<file path="src/equal_length_pattern_replace_defines.svh">
// ----------------------------------------------------------------------------
// Assertion macros
// Shared concurrent assertion forms, clocked on clk, off during reset.
// ----------------------------------------------------------------------------
`ifndef EQUAL_LENGTH_PATTERN_REPLACE_DEFINES_SVH
`define EQUAL_LENGTH_PATTERN_REPLACE_DEFINES_SVH

// same-cycle implication
`define ELPR_ASSERT_IMP(lbl, ante, cons, msg) \
	lbl: assert property (@(posedge clk) disable iff (!arst_n) (ante) |-> (cons)) \
		else $error(msg);

// next-cycle implication
`define ELPR_ASSERT_NXT(lbl, ante, cons, msg) \
	lbl: assert property (@(posedge clk) disable iff (!arst_n) (ante) |=> (cons)) \
		else $error(msg);

`endif

</file>
<file path="src/elpr_pkg.sv">
// ----------------------------------------------------------------------------
// elpr_pkg
// Word types, codes and defaults of the pattern replace block.
// ----------------------------------------------------------------------------
package elpr_pkg;

	localparam int MAX_PATTERN_DEF = 32;

	typedef enum logic [1:0] {
		KIND_PATTERN = 2'd0,
		KIND_REPLACE = 2'd1,
		KIND_DATA    = 2'd2
	} kind_t;

	localparam logic REG_PATTERN_LENGTH = 1'b0;

	typedef struct packed {
		logic [1:0] kind;
		logic [4:0] table_index;
		logic [7:0] byte_value;
		logic       buffer_last;
	} in_word_t;

	typedef struct packed {
		logic [7:0]  out_byte;
		logic        out_last;
		logic [31:0] replaced_count;
	} out_word_t;

	typedef struct packed {
		logic shift;
		logic load;
		logic replace;
	} cell_ctl_t;

endpackage

</file>
<file path="src/equal_length_pattern_replace.sv">
// ----------------------------------------------------------------------------
// equal_length_pattern_replace
// Fixed-length byte pattern search and replace over a streamed buffer.
// ----------------------------------------------------------------------------
// Data bytes pass through a chain of MAX_PATTERN+2 byte cells. For each
// accepted data byte the oldest pattern_length cells are compared in
// parallel against the pattern, overwritten with the replacement on a match,
// and once the window holds pattern_length+1 bytes every new byte pushes one
// result out, so the steady rate is one byte per cycle. After a byte marked
// last the chain drains one held byte per cycle while the result queue has
// room, and no word is taken during the drain. Results leave through a
// two-word queue; outside the drain the input stalls only when it is full.
// pattern_length is read at byte address 0 of the APB port.
`include "equal_length_pattern_replace_defines.svh"
module equal_length_pattern_replace #(
	parameter int MAX_PATTERN = elpr_pkg::MAX_PATTERN_DEF
) (
	input  logic                clk,
	input  logic                arst_n,
	input  logic                src_valid,
	output logic                src_ready,
	input  elpr_pkg::in_word_t  src_word,
	output logic                res_valid,
	input  logic                res_ready,
	output elpr_pkg::out_word_t res_word,
	input  logic                psel,
	input  logic                penable,
	input  logic                pwrite,
	input  logic [2:0]          paddr,
	input  logic [31:0]         pwdata,
	output logic [31:0]         prdata,
	output logic                pready
);
	import elpr_pkg::*;

	localparam int DEPTH  = MAX_PATTERN + 2;
	localparam int FILL_W = $clog2(DEPTH);
	localparam int CW     = FILL_W + 1;
	localparam int LEN_W  = $clog2(MAX_PATTERN + 1);

	logic [5:0]                  cfg_len_q;
	logic [LEN_W-1:0]            len;
	logic [FILL_W-1:0]           fill_q;
	logic                        drain_q;
	logic [31:0]                 total_q;
	logic [31:0]                 total_inc;

	logic [MAX_PATTERN-1:0][7:0] pat;
	logic [MAX_PATTERN-1:0][7:0] rep;
	cell_ctl_t                   ctl      [DEPTH];
	logic [7:0]                  cell_cur [DEPTH];
	logic [DEPTH-1:0]            cell_eq;
	logic [DEPTH-1:0]            mask;

	logic      accept;
	logic      step_data;
	logic      drain_go;
	logic      cmp_en;
	logic      emit_d;
	logic      match;
	logic      shift;
	logic      fifo_full;
	logic      out_last;
	out_word_t push_word;

	// configuration
	assign pready = 1'b1;

	always_ff @(posedge clk or negedge arst_n) begin
		if (!arst_n) begin
			cfg_len_q <= 6'd1;
		end else if (psel && penable && pwrite && pready && paddr[2] == REG_PATTERN_LENGTH) begin
			cfg_len_q <= pwdata[5:0];
		end
	end

	always_comb begin
		prdata = '0;
		if (paddr[2] == REG_PATTERN_LENGTH) begin
			prdata = 32'(cfg_len_q);
		end
	end

	always_comb begin
		if (cfg_len_q == 6'd0) begin
			len = LEN_W'(1);
		end else if (cfg_len_q > 6'(MAX_PATTERN)) begin
			len = LEN_W'(MAX_PATTERN);
		end else begin
			len = LEN_W'(cfg_len_q);
		end
	end

	// handshake and step control
	assign src_ready = !drain_q && !fifo_full;
	assign accept    = src_valid && src_ready;
	assign step_data = accept && src_word.kind == KIND_DATA;
	assign drain_go  = drain_q && !fifo_full;

	assign cmp_en = (CW'(fill_q) == CW'(len) + CW'(1));
	assign emit_d = src_word.buffer_last || (CW'(fill_q) >= CW'(len) + CW'(1));

	for (genvar i = 0; i < DEPTH; i++) begin : g_mask
		if (i < MAX_PATTERN) begin : g_act
			assign mask[i] = (LEN_W'(i) < len);
		end else begin : g_tail
			assign mask[i] = 1'b0;
		end
	end

	assign match = cmp_en && (&(cell_eq | ~mask));
	assign shift = (step_data && emit_d) || drain_go;

	assign total_inc = (match && total_q != '1) ? total_q + 32'd1 : total_q;

	// tables
	elpr_store #(
		.MAX_PATTERN(MAX_PATTERN)
	) u_store (
		.clk      (clk),
		.pat_wr   (accept && src_word.kind == KIND_PATTERN),
		.rep_wr   (accept && src_word.kind == KIND_REPLACE),
		.wr_index (src_word.table_index),
		.wr_value (src_word.byte_value),
		.pat      (pat),
		.rep      (rep)
	);

	// cell chain, cell 0 holds the oldest byte
	for (genvar i = 0; i < DEPTH; i++) begin : g_cell
		logic [7:0] pat_b;
		logic [7:0] rep_b;
		logic [7:0] nb_b;

		if (i < MAX_PATTERN) begin : g_tab
			assign pat_b = pat[i];
			assign rep_b = rep[i];
		end else begin : g_notab
			assign pat_b = 8'h00;
			assign rep_b = 8'h00;
		end

		if (i < DEPTH - 1) begin : g_nb
			assign nb_b = cell_cur[i+1];
		end else begin : g_end
			assign nb_b = 8'h00;
		end

		assign ctl[i].shift   = shift;
		assign ctl[i].load    = step_data && fill_q == FILL_W'(i);
		assign ctl[i].replace = step_data && match && mask[i];

		elpr_cell u_cell (
			.clk      (clk),
			.ctl      (ctl[i]),
			.src_byte (src_word.byte_value),
			.pat_byte (pat_b),
			.rep_byte (rep_b),
			.nb_byte  (nb_b),
			.cur_byte (cell_cur[i]),
			.eq       (cell_eq[i])
		);
	end

	// result word
	assign out_last = step_data ? (src_word.buffer_last && fill_q == '0)
	                            : (fill_q == FILL_W'(1));

	always_comb begin
		push_word.out_byte       = cell_cur[0];
		push_word.out_last       = out_last;
		push_word.replaced_count = out_last ? total_inc : 32'd0;
	end

	elpr_out_fifo u_out (
		.clk       (clk),
		.arst_n    (arst_n),
		.push      (shift),
		.push_word (push_word),
		.full      (fifo_full),
		.res_valid (res_valid),
		.res_ready (res_ready),
		.res_word  (res_word)
	);

	// fill, drain and match count
	always_ff @(posedge clk or negedge arst_n) begin
		if (!arst_n) begin
			fill_q  <= '0;
			drain_q <= 1'b0;
			total_q <= '0;
		end else if (step_data) begin
			fill_q <= emit_d ? fill_q : fill_q + FILL_W'(1);
			if (src_word.buffer_last) begin
				drain_q <= (fill_q != '0);
				total_q <= (fill_q != '0) ? total_inc : 32'd0;
			end else begin
				total_q <= total_inc;
			end
		end else if (drain_go) begin
			fill_q <= fill_q - FILL_W'(1);
			if (fill_q == FILL_W'(1)) begin
				drain_q <= 1'b0;
				total_q <= '0;
			end
		end
	end

	// assertions
	`ELPR_ASSERT_IMP(a_fill_bound, 1'b1, fill_q <= FILL_W'(DEPTH - 1), "window fill overrun")
	`ELPR_ASSERT_IMP(a_drain_fill, drain_q, fill_q != '0, "drain with empty window")
	`ELPR_ASSERT_NXT(a_last_flush, step_data && src_word.buffer_last, drain_q || fill_q == '0, "last byte did not flush")

endmodule

</file>
<file path="src/elpr_store.sv">
// ----------------------------------------------------------------------------
// elpr_store
// Pattern and replacement byte registers, one pair per pattern position.
// ----------------------------------------------------------------------------
module elpr_store #(
	parameter int MAX_PATTERN = elpr_pkg::MAX_PATTERN_DEF
) (
	input  logic                        clk,
	input  logic                        pat_wr,
	input  logic                        rep_wr,
	input  logic [4:0]                  wr_index,
	input  logic [7:0]                  wr_value,
	output logic [MAX_PATTERN-1:0][7:0] pat,
	output logic [MAX_PATTERN-1:0][7:0] rep
);
	import elpr_pkg::*;

	logic [MAX_PATTERN-1:0][7:0] pat_q;
	logic [MAX_PATTERN-1:0][7:0] rep_q;

	for (genvar e = 0; e < MAX_PATTERN; e++) begin : g_entry
		always_ff @(posedge clk) begin
			if (pat_wr && int'(wr_index) == e) begin
				pat_q[e] <= wr_value;
			end
			if (rep_wr && int'(wr_index) == e) begin
				rep_q[e] <= wr_value;
			end
		end
	end

	assign pat = pat_q;
	assign rep = rep_q;

endmodule

</file>
<file path="src/elpr_cell.sv">
// ----------------------------------------------------------------------------
// elpr_cell
// One window position: holds a byte, compares it, replaces, loads or shifts.
// ----------------------------------------------------------------------------
module elpr_cell (
	input  logic                clk,
	input  elpr_pkg::cell_ctl_t ctl,
	input  logic [7:0]          src_byte,
	input  logic [7:0]          pat_byte,
	input  logic [7:0]          rep_byte,
	input  logic [7:0]          nb_byte,
	output logic [7:0]          cur_byte,
	output logic                eq
);
	import elpr_pkg::*;

	logic [7:0] data_q;

	assign eq = (data_q == pat_byte);

	always_comb begin
		if (ctl.replace) begin
			cur_byte = rep_byte;
		end else if (ctl.load) begin
			cur_byte = src_byte;
		end else begin
			cur_byte = data_q;
		end
	end

	always_ff @(posedge clk) begin
		data_q <= ctl.shift ? nb_byte : cur_byte;
	end

endmodule

</file>
<file path="src/elpr_out_fifo.sv">
// ----------------------------------------------------------------------------
// elpr_out_fifo
// Two-word result queue between the cell chain and the output channel.
// ----------------------------------------------------------------------------
module elpr_out_fifo (
	input  logic                clk,
	input  logic                arst_n,
	input  logic                push,
	input  elpr_pkg::out_word_t push_word,
	output logic                full,
	output logic                res_valid,
	input  logic                res_ready,
	output elpr_pkg::out_word_t res_word
);
	import elpr_pkg::*;

	out_word_t  mem_q [2];
	logic       wr_ptr_q;
	logic       rd_ptr_q;
	logic [1:0] cnt_q;
	logic       pop;

	assign full      = (cnt_q == 2'd2);
	assign res_valid = (cnt_q != 2'd0);
	assign res_word  = mem_q[rd_ptr_q];
	assign pop       = res_valid && res_ready;

	always_ff @(posedge clk) begin
		if (push) begin
			mem_q[wr_ptr_q] <= push_word;
		end
	end

	always_ff @(posedge clk or negedge arst_n) begin
		if (!arst_n) begin
			wr_ptr_q <= 1'b0;
			rd_ptr_q <= 1'b0;
			cnt_q    <= 2'd0;
		end else begin
			if (push) begin
				wr_ptr_q <= ~wr_ptr_q;
			end
			if (pop) begin
				rd_ptr_q <= ~rd_ptr_q;
			end
			case ({push, pop})
				2'b10:   cnt_q <= cnt_q + 2'd1;
				2'b01:   cnt_q <= cnt_q - 2'd1;
				default: cnt_q <= cnt_q;
			endcase
		end
	end

endmodule

</file>
<file path="config.mk">
export PLATFORM = sky130hd
export DESIGN_NAME = equal_length_pattern_replace
export DESIGN_NICKNAME = d
export VERILOG_FILES = /design/src/elpr_pkg.sv /design/src/equal_length_pattern_replace.sv /design/src/elpr_store.sv /design/src/elpr_cell.sv /design/src/elpr_out_fifo.sv
export VERILOG_INCLUDE_DIRS = /design/src /design/src/src
export SDC_FILE = /design/constraint.sdc
export NUM_CORES = 2
export LEC_CHECK = 0
export BUFFER_PORTS_ARGS = -buffer_cell sky130_fd_sc_hd__buf_2
export CORE_MARGIN = 5
export CORE_UTILIZATION = 35
export CTS_CLUSTER_DIAMETER = 80
export DETAILED_ROUTE_END_ITERATION = 10
export PLACE_DENSITY = 0.5
export SLEW_MARGIN = 20
export SYNTH_ARGS = -nofsm -noshare
export SYNTH_HDL_FRONTEND = slang
export SYNTH_SLANG_ARGS = --single-unit
</file>
<file path="constraint.sdc">
create_clock -name clk -period 5.55 [get_ports clk]
set_input_delay 0.2775 -clock clk [delete_from_list [all_inputs] [get_ports clk]]
set_output_delay 0.2775 -clock clk [all_outputs]
set_load 0.02 [all_outputs]
</file>
After elaboration in Yosys (flattened, before gate mapping)
Memories as Yosys holds them, arrays and structs flattened.
Cells that the tools add are included.
- add/sub/neg operators: 6
- $lt $le $gt $ge: 34
- equality and inequality tests: 105
- mux-type cells: 120
- bitwise gates (word level): 5
- reduce and logical (&&, ||, !) cells: 164
- operators by type and width (kind ; number):
    $mux 8 ; 99
    $eq 8x8->1 ; 32
    $mux 32 ; 7
    $logic_and 1x1->1 ; 145
    $eq 6x5->1 const B ; 16
    $lt 5x6->1 const A ; 16
    $eq 5x5->1 const B ; 16
    $eq 6x4->1 const B ; 8
    $lt 4x6->1 const A ; 8
    $eq 5x4->1 const B ; 8
    $mux 6 ; 6
    $not 32->34 ; 1
    $or 34x34->34 ; 1
    $reduce_and 34->1 ; 1
    $add 32x1->32 const B ; 1
    $ne 32x32->1 const B ; 1
    $eq 6x3->1 const B ; 4
    $lt 3x6->1 const A ; 4
    $eq 5x3->1 const B ; 4
    $logic_not 8->1 ; 2
    $eq 6x2->1 const B ; 2
    $eq 6x6->1 const B ; 2
    $logic_not 6->1 ; 2
    $lt 1x6->1 const A ; 2
    26 further kinds ; 46
- bits in registers: 833
- bits in writable memories: 82
- input port bits: 58
- output and inout port bits: 76
- logic and storage cells: 540
- memories: 1
- memories (memory ; depth ; width ; read ports ; clocked after Yosys merged registers in ; wr ports ; line ; text):
    u_out.mem_q ; 2 ; 41 ; 1 ; 0 ; 1 ; elpr_out_fifo.sv:17 ; out_word_t mem_q [2];

Depth between registers and ports, before layout
- depth in word-level cells: 13
- mapped depth: 19
- gate-level depth less buffers: 16

Hierarchy
Synthesis repeated with hierarchy kept, for this count alone.
- cells, all modules: 3883
- area, all modules: 43416.6 um^2
- modules (own cells, without submodules) (module ; instances ; cells each ; area an instance (um^2)):
    elpr_cell ; 34 ; 71 ; 565.5
    elpr_store ; 1 ; 606 ; 15833.9
    equal_length_pattern_replace ; 1 ; 718 ; 5162.5
    elpr_out_fifo ; 1 ; 145 ; 3191.8

Least setup slack after synthesis
OpenSTA, ideal clock, no wires.
- path kind: reg2reg
- from: register cfg_len_q[5]
- to: memory u_out.mem_q[0][0] (netlist bit) (enable)
- arrival: 4.591 ns
- setup slack: 0.519 ns
- stages on the path, launching flop included: 16
- buffers on the path: 4
- clock period less this slack: 5.031 ns
- cells stage by stage: dfrtp_1 -> buf_1 -> buf_1 -> nor2b_1 -> ha_1 -> inv_1 -> ha_1 -> a21o_1 -> a21o_1 -> a21o_1 -> a211oi_1 -> o21ai_1 -> inv_2 -> clkbuf_1 -> buf_1 -> nor2_1
- longest elaborated chain between the ends: 10
- elaborated cells on any way between the ends: 11
- ends and longest elaborated chain (element ; line ; text):
    start: declaration ; equal_length_pattern_replace.sv:41 ; logic [5:0] cfg_len_q;
    start signal: assignment ; equal_length_pattern_replace.sv:73 ; cfg_len_q <= pwdata[5:0];
    $gt 6x6->1 ; equal_length_pattern_replace.sv:87 ; end else if (cfg_len_q > 6'(MAX_PATTERN)) begin
    $mux 6 ; equal_length_pattern_replace.sv:87 ;
    $mux 6 (*) ; equal_length_pattern_replace.sv:85 ; if (cfg_len_q == 6'd0) begin
    $add 6x1->7 (*) ; equal_length_pattern_replace.sv:101 ; assign emit_d = src_word.buffer_last || (CW'(fill_q) >= CW'(len) + CW'(1));
    $ge 6x7->1 (*) ; equal_length_pattern_replace.sv:101 ;
    $logic_or 1x1->1 (*) ; equal_length_pattern_replace.sv:101 ;
    $logic_and 1x1->1 (*) ; equal_length_pattern_replace.sv:112 ; assign shift = (step_data && emit_d) || drain_go;
    $logic_or 1x1->1 (*) ; equal_length_pattern_replace.sv:112 ;
    $mux 1 (*) ; elpr_out_fifo.sv:29 ; if (push) begin
    $mux 1 (not written as such) (*) ; elpr_out_fifo.sv:30 ; mem_q[wr_ptr_q] <= push_word;
    end: declaration ; elpr_out_fifo.sv:17 ;
Mark *: on every way between the ends. The rest lies on a longest branch, timed or not.

==> flow_summary.yaml <==
placement:
  place_area_um2: 42960
  globalplace.congestion: 0.7992
  dp_hpwl_um: 74740
  dp_slack_ps: 859.9
  io_buffers: 78
  place_inst: 4774
setup_path:
  cp_slowest_stage_delay_ps: 640
  rrSetupSlack_ps: 800
  cp.arrival_ps: 5180
  r2r_cells: 13
  cp_num_cells: 13
  cp_common_cell: "nor2_1"
  crit_type: "flip-flop to flip-flop"
  cpMaxStageDelayCell: "ha_1"
  crit_path_start: "cfg_len_q[4]"
  required_ps: 5970
  crit_fanout: 16
  crit_chain: "nor4_1 -> nor2_1 -> nor2_1 -> ha_1 -> nor2_1 -> nor2b_1 -> a21boi_1 -> or4_1 -> nor4_4 -> buf_4 -> nand3_1 -> a211o_1 -> mux2_4"
  worst_setup_path_start_kind: "flip-flop"
  regToRegEndpoint: "u_out.mem_q[1][35]"
  cp_top_family: "simple AND/OR/NAND/NOR gates"
  crit_end: "u_out.mem_q[1][35]"
  r2r-start: "cfg_len_q[4]"
  end_kind: "flip-flop"
  cp.buffers_inverters: 1
synthesis:
  ys_seq_area_frac: 0.5992
  synth-xor-area-share: 0.05974
  synth-simple-area-share: 0.1034
  ys_seq_elements: 915
  yosysUniqueCellTypes: 68
  synth_top_family_by_area: "multiplexers"
  synth_edf_count: 594
  synth_ff_type: "edfxtp_1"
  syn_area_per_cell_um2: 12.45
  synth-compound-area-share: 0.06026
  muxShareOfSynthArea: 0.1483
  synthesis.area_um2: 40900
  yosysWarnings: 0
  netlist_instances: 3286
  synthAdderAreaFrac: 0.004894
  async_flop_share: 0.05355
cells_and_area:
  drive_above_1_share: 0.1944
  post-route-cell-area_um2: 46540
  finalNetCount: 3439
  stdcell_count: 4982
  area_growth_pct: 13.78
cts:
  cts_post_setup_buffers_inserted: 0
  cts_buffers: 104
  cts_tree: "yes"
  clk_pin_slew_worst_paths_ps: 60
  cts.sinks: 915
  cts_resized: 0
  clk-insertion-delay-late_ps: 690
  clockBufferDepth: 3
  cts_hold_buf: 9
  cts.htree.levels: 3
  cts-root-buf: "clkbuf_16"
floorplanning:
  die_x_um: 351.9
  fp.coreArea_um2: 116200
  die_y_um: 351.9
  ios: 134
  initial_utilization: 0.3520
  rows: 125
  die_area_um2: 123800
drt:
  ant_nets: 0
  wl_met3_um: 4759
  wl_um: 110900
  firstDrtPassIters: 5
  via_per_inst: 5.096
  wl_met1_um: 52790
  top_layer: "met4"
  vias: 25389
  wire_per_inst_um: 22.27
  drt_iter0_markers: 1906
  wl_met2_um: 51150
  drc: 0
global_route:
  grt_pass1_wl_um: 165300
  grt_pass1_vias: 25275
  grt_start_max_net_pins: 105
  grt_overflow: 0
  antenna_found_initial: 2
  grtUsageTotal: 0.1764
timing:
  layout_setup_ws_ps: 795.1
  period_minus_slack_ps: 4755
  clock_skew_ps: 29.96
  min_period_over_period: 0.8567
  hold_viol_final: 0
  max_slew_margin: 0.1645
  finalMaxSlewViolations: 0
  rsz0062_at_grt: "false"
  max_freq_mhz: 210.3
  tns_ps: 0
  finalSetupViolations: 0
  worstMarginPinSlew_ps: 1250
min_path:
  hold_path_class: "primary input to flip-flop"
pwr:
  leakage_uw: 0.01843
  power_density_nw_per_um2: 458.3
  max-vdd-ir-drop_v: 0.0002785
run_status:
  outcome: "complete, no violations"
run:
  drv_cap: 0
routing by layer:
metal,vias up,track usage
met5,-,0
met4,0,0.04200
met1,12533,0.2514
li1,12167,-
met2,548,0.2868
met3,141,0.02335
worst register-to-register path: cells and delay by family, from the launching register on:
kind,cells,cell delay [ps]
multiplexers,1,380
flip-flops,1,420
buffers and inverters,1,250
adder cells (fa/ha/maj),1,640
AND/OR/NAND/NOR,8,1920
AO/OA/AOI/OAI,2,900
sequential cells by signal, indices dropped and copies added (netlist names):
name and flops:
cfg_len_q 6, drain_q 1, fill_q 6, g_cell.u_cell.data_q 272
total_q 32, u_out.cnt_q 2, u_out.mem_q 82, u_out.rd_ptr_q 1
u_out.wr_ptr_q 1, u_store.pat 256, u_store.rep 256
worst min-delay path by stage:
stage | from | endpoint | cells past startpoint
2_1_floorplan | arst_n | cfg_len_q[1] | 0
3_3_place_gp | g_cell[33].u_cell.data_q[2] | g_cell[33].u_cell.data_q[2] | 2
3_5_place_dp | g_cell[33].u_cell.data_q[1] | g_cell[33].u_cell.data_q[1] | 2
4_1_cts | pwdata[0] | cfg_len_q[0] | 2
5_1_grt | pwdata[0] | cfg_len_q[0] | 2
6_report | src_word[2] | u_store.rep[89] | 1
through the flow:
| stage | hold WS, ps | power, uW | util |
|---|---|---|---|
| floorplan | -18.09 | 12730 | - |
| global placement | 444.5 | 14530 | 0.3696 |
| detailed placement | 449.0 | 14560 | 0.3697 |
| CTS | 2.706 | 21580 | 0.4005 |
| global route | 23.56 | 22480 | 0.4005 |
| finish | 88.50 | 21330 | 0.4005 |
power breakdown:
part	total, uW	internal (uW)	switching [uW]
sequential	9030	8330	700
clock	6960	4130	2830
combinational	5340	2100	3250
cell type report:
class                           count  area (um2)
Antenna cell                        2       5.005
Clock buffer                      155        3048
Clock inverter                     42       436.7
Fill cell                       11090       69660
Inverter                           21       86.33
Multi-Input combinational cell   2176       15550
Sequential cell                   915       24510
Tap cell                         1524        1907
Timing Repair Buffer              147       992.2
logic make-up (layout without fill, tap and decap cells):
group,count (synthesis),count (layout)
compound gates,443,443
xor+xnor,279,279
fa+ha+maj,16,16
buf+inv,220,365
flops,915,915
mux,564,564
other cells,2,29
simple gates,847,847
cells in the mapped netlist, types with 16 or more instances:
cell,n,area [um2]
or4_1,22,165.2
mux2i_1,252,2522
dfrtp_1,48,1201
nand4_1,27,168.9
mux2_2,304,3423
nand4_2,32,400.4
a21oi_1,72,360.4
a31oi_1,19,118.9
and2_1,19,118.9
nor3_1,35,175.2
ha_1,16,200.2
dfxtp_1,272,5445
inv_1,19,71.32
a21o_1,19,142.6
nor4_1,75,469.2
nand2_1,361,1355
clkbuf_1,141,529.3
nand3_1,50,250.2
o21ai_0,274,1371
xnor2_1,31,271.5
or3_1,19,118.9
buf_4,27,202.7
nor2_1,144,540.5
xor2_1,248,2172
edfxtp_1,594,17840
layout by cell type, fill, tap and decap left out, types with 29 or more instances in the layout:
cell / count
nand2_1: 361
xnor2_1: 31
nor2_1: 142
a21oi_1: 72
mux2i_1: 252
dfxtp_1: 272
nor3_1: 34
nand3_1: 50
clkbuf_16: 107
mux2_2: 304
xor2_1: 248
clkbuf_1: 29
nor4_1: 74
buf_2: 70
o21ai_0: 274
nand4_2: 32
dfrtp_1: 47
buf_4: 64
edfxtp_1: 594
(Power assumes the default switching activity.)
